<file path="src/sv/rpe_pkg.sv">
// rpe_pkg: shared types and constants of the reprojection error filter
// holds payload words, command and status groups, register indexes
// no dependencies
package rpe_pkg;

    localparam int MAX_CAMERAS      = 16;
    localparam int MAX_TRACK        = 64;
    localparam int WORDS_PER_CAMERA = 21;
    localparam int CAM_WORDS        = MAX_CAMERAS * WORDS_PER_CAMERA;
    localparam int CAM_AW           = $clog2(CAM_WORDS);
    localparam int CAM_IW           = $clog2(MAX_CAMERAS);
    localparam int TRACK_W          = 7;
    localparam int ACC_W            = 50;
    localparam int SUM_W            = 48;
    localparam int DIV_NW           = 48;
    localparam int DIV_DW           = 32;
    localparam int DIV_CW           = $clog2(DIV_NW + 1);
    localparam int SQ_W             = 64;
    localparam int SQ_CW            = $clog2(SQ_W / 2 + 1);

    localparam logic [4:0]  WORD_T0   = 5'd9;
    localparam logic [4:0]  WORD_K0   = 5'd12;
    localparam logic [4:0]  WORD_REG  = 5'd21;
    localparam logic [31:0] PENALTY   = 32'd65470464;

    localparam logic [1:0] REG_ERROR_LIMIT   = 2'd0;
    localparam logic [1:0] REG_TRACK_MINIMUM = 2'd1;
    localparam logic [1:0] REG_CAMERA_COUNT  = 2'd2;

    localparam logic FUNC_OBSERVE = 1'b0;
    localparam logic FUNC_LOAD    = 1'b1;

    typedef struct packed {
        logic               func;
        logic [3:0]         camera_index;
        logic [4:0]         word_index;
        logic signed [31:0] word_value;
        logic signed [31:0] point_x;
        logic signed [31:0] point_y;
        logic signed [31:0] point_z;
        logic signed [31:0] key_u;
        logic signed [31:0] key_v;
        logic               key_valid;
        logic               last_observation;
    } in_word_t;

    typedef struct packed {
        logic [31:0]        mean_error;
        logic [TRACK_W-1:0] track_len;
        logic               keep;
    } out_word_t;

    typedef enum logic [1:0] {
        ACC_HOLD, ACC_LOAD_WORD, ACC_SET_PROD, ACC_ADD
    } acc_mode_t;

    typedef enum logic [1:0] {
        MUL_P, MUL_C, MUL_DU, MUL_DV
    } mul_op_t;

    typedef enum logic [1:0] {
        DIV_U, DIV_V, DIV_MEAN
    } div_sel_t;

    typedef struct packed {
        logic       capture;
        logic       mem_wr;
        logic       track_inc;
        logic       rd_en;
        logic [4:0] word;
        logic       mul_en;
        mul_op_t    mul_op;
        logic [1:0] idx;
        acc_mode_t  acc_mode;
        logic       store_c;
        logic       store_q;
        logic       div_start;
        div_sel_t   div_sel;
        logic       store_u;
        logic       store_v;
        logic       sq_load;
        logic       sq_add;
        logic       sqrt_start;
        logic       err_sqrt;
        logic       err_pen;
        logic       sum_add;
        logic       mean_pen;
        logic       store_mean;
        logic       out_load;
    } dp_cmd_t;

    typedef struct packed {
        logic func;
        logic obs_valid;
        logic acc_pos;
        logic acc_zero;
        logic div_busy;
        logic sqrt_busy;
        logic last;
        logic valid_nz;
        logic out_free;
    } dp_status_t;

endpackage

</file>
<file path="src/sv/rpe_ctrl.sv">
// rpe_ctrl: sequencer for load and observation words
// depends on rpe_pkg
module rpe_ctrl (
    input  logic                aclk,
    input  logic                aresetn,
    input  logic                s_valid,
    output logic                s_ready,
    output rpe_pkg::dp_cmd_t    cmd,
    input  rpe_pkg::dp_status_t status
);
    import rpe_pkg::*;

    typedef enum logic [20:0] {
        S_IDLE     = 21'h000001,
        S_DEC      = 21'h000002,
        S_RD       = 21'h000004,
        S_MUL      = 21'h000008,
        S_ACC      = 21'h000010,
        S_STO      = 21'h000020,
        S_DIVU_GO  = 21'h000040,
        S_DIVU_WT  = 21'h000080,
        S_DIVV_GO  = 21'h000100,
        S_DIVV_WT  = 21'h000200,
        S_SQ1      = 21'h000400,
        S_SQ2      = 21'h000800,
        S_SQ3      = 21'h001000,
        S_SQRT_GO  = 21'h002000,
        S_SQRT_WT  = 21'h004000,
        S_PEN      = 21'h008000,
        S_ADD      = 21'h010000,
        S_LAST     = 21'h020000,
        S_MEAN_GO  = 21'h040000,
        S_MEAN_WT  = 21'h080000,
        S_OUT      = 21'h100000
    } state_t;

    state_t     state_reg, state_next;
    logic       phase_reg, phase_next;
    logic [1:0] row_reg, row_next;
    logic [1:0] term_reg, term_next;
    logic [4:0] row3;

    // phase 0: camera transform, phase 1: intrinsics
    assign row3 = 5'({3'b0, row_reg} * 5'd3);

    always_comb begin
        state_next = state_reg;
        phase_next = phase_reg;
        row_next   = row_reg;
        term_next  = term_reg;
        cmd        = '0;
        cmd.mul_op = MUL_P;
        cmd.acc_mode = ACC_HOLD;
        cmd.div_sel  = DIV_U;
        cmd.idx    = row_reg;
        s_ready    = 1'b0;
        if (!phase_reg) begin
            cmd.word = (term_reg == 2'd0) ? WORD_T0 + 5'(row_reg)
                                          : row3 + 5'(term_reg) - 5'd1;
        end else begin
            cmd.word = WORD_K0 + row3 + 5'(term_reg) - 5'd1;
        end
        unique case (state_reg)
            S_IDLE: begin
                s_ready = 1'b1;
                if (s_valid) begin
                    cmd.capture = 1'b1;
                    state_next  = S_DEC;
                end
            end
            S_DEC: begin
                if (status.func == FUNC_LOAD) begin
                    cmd.mem_wr = 1'b1;
                    state_next = S_IDLE;
                end else begin
                    cmd.track_inc = 1'b1;
                    if (status.obs_valid) begin
                        phase_next = 1'b0;
                        row_next   = 2'd0;
                        term_next  = 2'd0;
                        state_next = S_RD;
                    end else begin
                        state_next = S_LAST;
                    end
                end
            end
            S_RD: begin
                cmd.rd_en  = 1'b1;
                state_next = (!phase_reg && term_reg == 2'd0) ? S_ACC : S_MUL;
            end
            S_MUL: begin
                cmd.mul_en = 1'b1;
                cmd.mul_op = phase_reg ? MUL_C : MUL_P;
                cmd.idx    = term_reg - 2'd1;
                state_next = S_ACC;
            end
            S_ACC: begin
                if (!phase_reg && term_reg == 2'd0) begin
                    cmd.acc_mode = ACC_LOAD_WORD;
                end else if (phase_reg && term_reg == 2'd1) begin
                    cmd.acc_mode = ACC_SET_PROD;
                end else begin
                    cmd.acc_mode = ACC_ADD;
                end
                if (term_reg == 2'd3) begin
                    state_next = S_STO;
                end else begin
                    term_next  = term_reg + 2'd1;
                    state_next = S_RD;
                end
            end
            S_STO: begin
                cmd.store_c = !phase_reg;
                cmd.store_q = phase_reg;
                if (row_reg == 2'd2) begin
                    if (!phase_reg) begin
                        if (status.acc_pos) begin
                            phase_next = 1'b1;
                            row_next   = 2'd0;
                            term_next  = 2'd1;
                            state_next = S_RD;
                        end else begin
                            state_next = S_PEN;
                        end
                    end else begin
                        state_next = status.acc_zero ? S_PEN : S_DIVU_GO;
                    end
                end else begin
                    row_next   = row_reg + 2'd1;
                    term_next  = phase_reg ? 2'd1 : 2'd0;
                    state_next = S_RD;
                end
            end
            S_DIVU_GO: begin
                cmd.div_start = 1'b1;
                cmd.div_sel   = DIV_U;
                state_next    = S_DIVU_WT;
            end
            S_DIVU_WT: begin
                if (!status.div_busy) begin
                    cmd.store_u = 1'b1;
                    state_next  = S_DIVV_GO;
                end
            end
            S_DIVV_GO: begin
                cmd.div_start = 1'b1;
                cmd.div_sel   = DIV_V;
                state_next    = S_DIVV_WT;
            end
            S_DIVV_WT: begin
                if (!status.div_busy) begin
                    cmd.store_v = 1'b1;
                    state_next  = S_SQ1;
                end
            end
            S_SQ1: begin
                cmd.mul_en = 1'b1;
                cmd.mul_op = MUL_DU;
                state_next = S_SQ2;
            end
            S_SQ2: begin
                cmd.mul_en  = 1'b1;
                cmd.mul_op  = MUL_DV;
                cmd.sq_load = 1'b1;
                state_next  = S_SQ3;
            end
            S_SQ3: begin
                cmd.sq_add = 1'b1;
                state_next = S_SQRT_GO;
            end
            S_SQRT_GO: begin
                cmd.sqrt_start = 1'b1;
                state_next     = S_SQRT_WT;
            end
            S_SQRT_WT: begin
                if (!status.sqrt_busy) begin
                    cmd.err_sqrt = 1'b1;
                    state_next   = S_ADD;
                end
            end
            S_PEN: begin
                cmd.err_pen = 1'b1;
                state_next  = S_ADD;
            end
            S_ADD: begin
                cmd.sum_add = 1'b1;
                state_next  = S_LAST;
            end
            S_LAST: begin
                if (!status.last) begin
                    state_next = S_IDLE;
                end else if (status.valid_nz) begin
                    state_next = S_MEAN_GO;
                end else begin
                    cmd.mean_pen = 1'b1;
                    state_next   = S_OUT;
                end
            end
            S_MEAN_GO: begin
                cmd.div_start = 1'b1;
                cmd.div_sel   = DIV_MEAN;
                state_next    = S_MEAN_WT;
            end
            S_MEAN_WT: begin
                cmd.div_sel = DIV_MEAN;
                if (!status.div_busy) begin
                    cmd.store_mean = 1'b1;
                    state_next     = S_OUT;
                end
            end
            S_OUT: begin
                if (status.out_free) begin
                    cmd.out_load = 1'b1;
                    state_next   = S_IDLE;
                end
            end
            default: begin
                state_next = S_IDLE;
            end
        endcase
    end

    always_ff @(posedge aclk) begin
        if (!aresetn) begin
            state_reg <= S_IDLE;
            phase_reg <= 1'b0;
            row_reg   <= 2'd0;
            term_reg  <= 2'd0;
        end else begin
            state_reg <= state_next;
            phase_reg <= phase_next;
            row_reg   <= row_next;
            term_reg  <= term_next;
        end
    end

endmodule

</file>
<file path="config.mk">
export PLATFORM = sky130hd
export DESIGN_NAME = rpe_ctrl
export DESIGN_NICKNAME = d
export VERILOG_FILES = /design/src/sv/rpe_pkg.sv /design/src/sv/rpe_ctrl.sv
export SDC_FILE = /design/constraint.sdc
export NUM_CORES = 1
export LEC_CHECK = 0
export BUFFER_PORTS_ARGS = -buffer_cell sky130_fd_sc_hd__buf_2
export CORE_AREA = 5 5 87 89
export CTS_BUF_LIST = sky130_fd_sc_hd__clkbuf_2
export DETAILED_ROUTE_END_ITERATION = 12
export DIE_AREA = 0 0 92 94
export PLACE_DENSITY = 0.54
export SETUP_SLACK_MARGIN = 0.2
export SYNTH_ARGS = -nofsm -noshare
export SYNTH_HDL_FRONTEND = slang
export SYNTH_SLANG_ARGS = --single-unit
</file>
<file path="constraint.sdc">
create_clock -name aclk -period 5.4 [get_ports aclk]
set_input_delay 0.27 -clock aclk [delete_from_list [all_inputs] [get_ports aclk]]
set_output_delay 0.27 -clock aclk [all_outputs]
set_load 0.1 [all_outputs]
</file>
==> impl_metrics.env <==
export IMPL_ys_warnings_count=0
export IMPL_ioPinCount=45
export IMPL_synthTopCellsByArea="dfxtp_1 27%, nor2_1 8.5%, ha_1 7.1%"
export IMPL_routabilityCongestion=0.886
export IMPL_p_leak_nw=1.00
export IMPL_synth_top_area_share_pct=26.8
export IMPL_setup_viol=0
export IMPL_wirelength_mm=5.44
export IMPL_coreArea_um2=6680
export IMPL_rows=30
export IMPL_final_hold_viol_count=0
export IMPL_fin_crit_sh_pct=65.0
export IMPL_ctsResizeCount=0
export IMPL_n_antenna_cell=0
export IMPL_combPwrFrac_pct=52.3
export IMPL_stdcell_area_um2=2260
export IMPL_status="finished clean"
export IMPL_timing_hold_ws_ps=38.3
export IMPL_yosys_area_top_type="dfxtp_1"
export IMPL_cp_data_arrival_time_ps=3240
export IMPL_post_synth_num_cell_types=45
export IMPL_antenna_found_initial=0
export IMPL_synth_edff_count=0
export IMPL_grtUsageMet3_pct=2.72
export IMPL_wire_per_inst_um=14.5
export IMPL_grt_ovfl_total=0
export IMPL_antenna_left=0
export IMPL_cts_tree="built"
export IMPL_die_y_um=94
export IMPL_groute_usage_overall_pct=12.7
export IMPL_postCtsSetupBuffers=0
export IMPL_rsz0062_at_grt="false"
export IMPL_drt_vias_per_instance=5.15
export IMPL_ctsRootBufferMaster="clkbuf_2"
export IMPL_synth_most_common_cell="nor2_1"
export IMPL_fmaxAchievable_mhz=285
export IMPL_drc=0
export IMPL_p_sw_share_pct=50.7
export IMPL_initial_core_util_pct=29.0
export IMPL_syn_cell_area_um2=1940
export IMPL_numCtsBuffers=3
export IMPL_p_per_area_nw_per_um2=271
export IMPL_finalMaxSlewViolations=0
export IMPL_die_area_um2=8650
export IMPL_switchingPower_mw=0.311
export IMPL_start_kind="flop"
export IMPL_utilization_pct=33.8
export IMPL_fin_nets=322
export IMPL_synth_nets=281
export IMPL_synthArstFlopShare_pct=0
export IMPL_max_cap_violations=0
export IMPL_slew_headroom_pct=64.5
export IMPL_clk_latency_ps=360
export IMPL_place_inst=371
export IMPL_synth_flop_cell="dfxtp_1"
export IMPL_worstMarginPinSlew_ps=527
export IMPL_ys_seq_area_share_pct=26.8
export IMPL_fp_dieW_um=92
export IMPL_num_vias=1933
export IMPL_grtUsageMet1_pct=16.6
export IMPL_htree_levels=1
export IMPL_drt_pass1_iterations=4
export IMPL_seqPwrFrac_pct=34.9
export IMPL_fillers=750
export IMPL_synthTopCellsByCount="44 x nor2_1, 26 x dfxtp_1, 19 x inv_1, 18 x nand2_1, 14 x a21oi_1"
export IMPL_grt_busiest_layer="met2"
export IMPL_grt_use_met2_pct=21.5
export IMPL_cp_end_kind="primary output"
export IMPL_setup_worst_path_class="flop to primary output"
export IMPL_crit_required_ps=5130
export IMPL_place_port_buffers=44
export IMPL_p_int_mw=0.301
export IMPL_clockBufferDepth=2
export IMPL_syn_area_per_cell_um2=7.61
export IMPL_place_area_um2=2240
export IMPL_ys_ff_latch=26
export IMPL_synth_cells=255
export IMPL_drt_iter0_markers=103
export IMPL_dpl_hpwl_mm=4.34
export IMPL_clockPowerShare_pct=12.8
export IMPL_grt_first_pass_wirelength_mm=8.95
export IMPL_grt_pass1_vias=1839
export IMPL_largest_reg_flops=21
export IMPL_cts_sinks=26
export IMPL_final_cells=375
export IMPL_ir_worst_vdd_uv=141
export IMPL_multi_input_area_um2=1330
export IMPL_period_minus_slack_ps=3510
export IMPL_path_clk_slew_ps=260
export IMPL_drive_above_1_share_pct=18.6
export IMPL_hold_class="primary input to flop"
export IMPL_grt_max_degree=15
export IMPL_cts_hold_fix_buffers=0
export IMPL_areaGrowthSynthToFinish_pct=16.4
export IMPL_tns_ps=0
export IMPL_finClkSkew_ps=1.77
export IMPL_worst_path_max_fanout=6
export IMPL_seqCellArea_um2=520
[metal layers]
metal  part of all wire (%)  wire length (um)
met4                    1.2                65
met3                    4.2               230
met5                      0                 0
met2                     47              2570
met1                     47              2570
[final timing paths]
| kind | start | endpoint | slack, ps | depth (start not counted) |
|---|---|---|---|---|
| setup / recovery | state_reg[16] | cmd[16] | 1890 | 5 |
| hold / removal | status[5] | state_reg[6] | 40 | 2 |
| setup reg to reg | state_reg[16] | state_reg[16] | 2430 | 7 |
| hold reg to reg | state_reg[7] | state_reg[7] | 520 | 2 |
[power by group through the flow]
stage               sequential, mW  combinational [mW]  clock, mW
floorplan                    0.215               0.264          0
global placement             0.216               0.322          0
global route                 0.216               0.348     0.0882
finish                       0.213               0.320     0.0786
detailed placement           0.217               0.320          0
CTS                          0.213               0.321     0.0822
[area by class of cell]
class                           instances  area share, %
Clock inverter                          1          0.166
Multi-Input combinational cell        202           58.8
Sequential cell                        26           23.1
Clock buffer                            3          0.665
Timing Repair Buffer                   44           9.76
Tap cell                               80           4.43
Inverter                               19           3.16
[metrics by stage]
stage	power, mW	worst slack, ps
final	0.612	1890
after global routing	0.652	1730
after CTS	0.616	1870
after detailed placement	0.537	2350
after global placement	0.538	2380
after floorplan	0.478	487
[cells in the final DEF (no fill, tap or decap), types with 2 or more instances in the layout]
cell type and count:
and4b_1 3, o31ai_1 2, ha_1 11, a21oi_1 14, xor2_1 2, xnor2_1 7
nor3b_1 7, dfxtp_1 26, and4_1 2, o21ai_0 5, buf_2 44, nand4b_1 2
clkbuf_2 3, or4_1 4, nor4b_1 4, mux2i_1 2, nor4_1 6, nor3_1 10
nor2b_1 10, fa_1 3, inv_1 19, nand2_1 18, nand4_1 10, nor2_1 44
and2_1 3, and3_1 4, nand3_1 10
[cell families (layout without fill, tap and decap cells)]
| group | after synthesis | count (layout) | share of synthesized area [%] |
|---|---|---|---|
| DFF | 26 | 26 | 26.8 |
| buffers and inverters | 27 | 67 | 5.48 |
| AOI/OAI and AO/OA | 32 | 32 | 11.0 |
| xor gates and xnor gates | 9 | 9 | 4.06 |
| and+or+nand+nor | 145 | 145 | 41.4 |
| adders and majority gates | 14 | 14 | 10.2 |
| muxes | 2 | 2 | 1.03 |
[critical path: stages (launching register included)]
cell	delay, ps
dfxtp_1	400
or4_1	670
or4_4	560
or4_1	620
a21oi_1	170
buf_2	440
No activity file was read; power rests on OpenSTA's default activity.
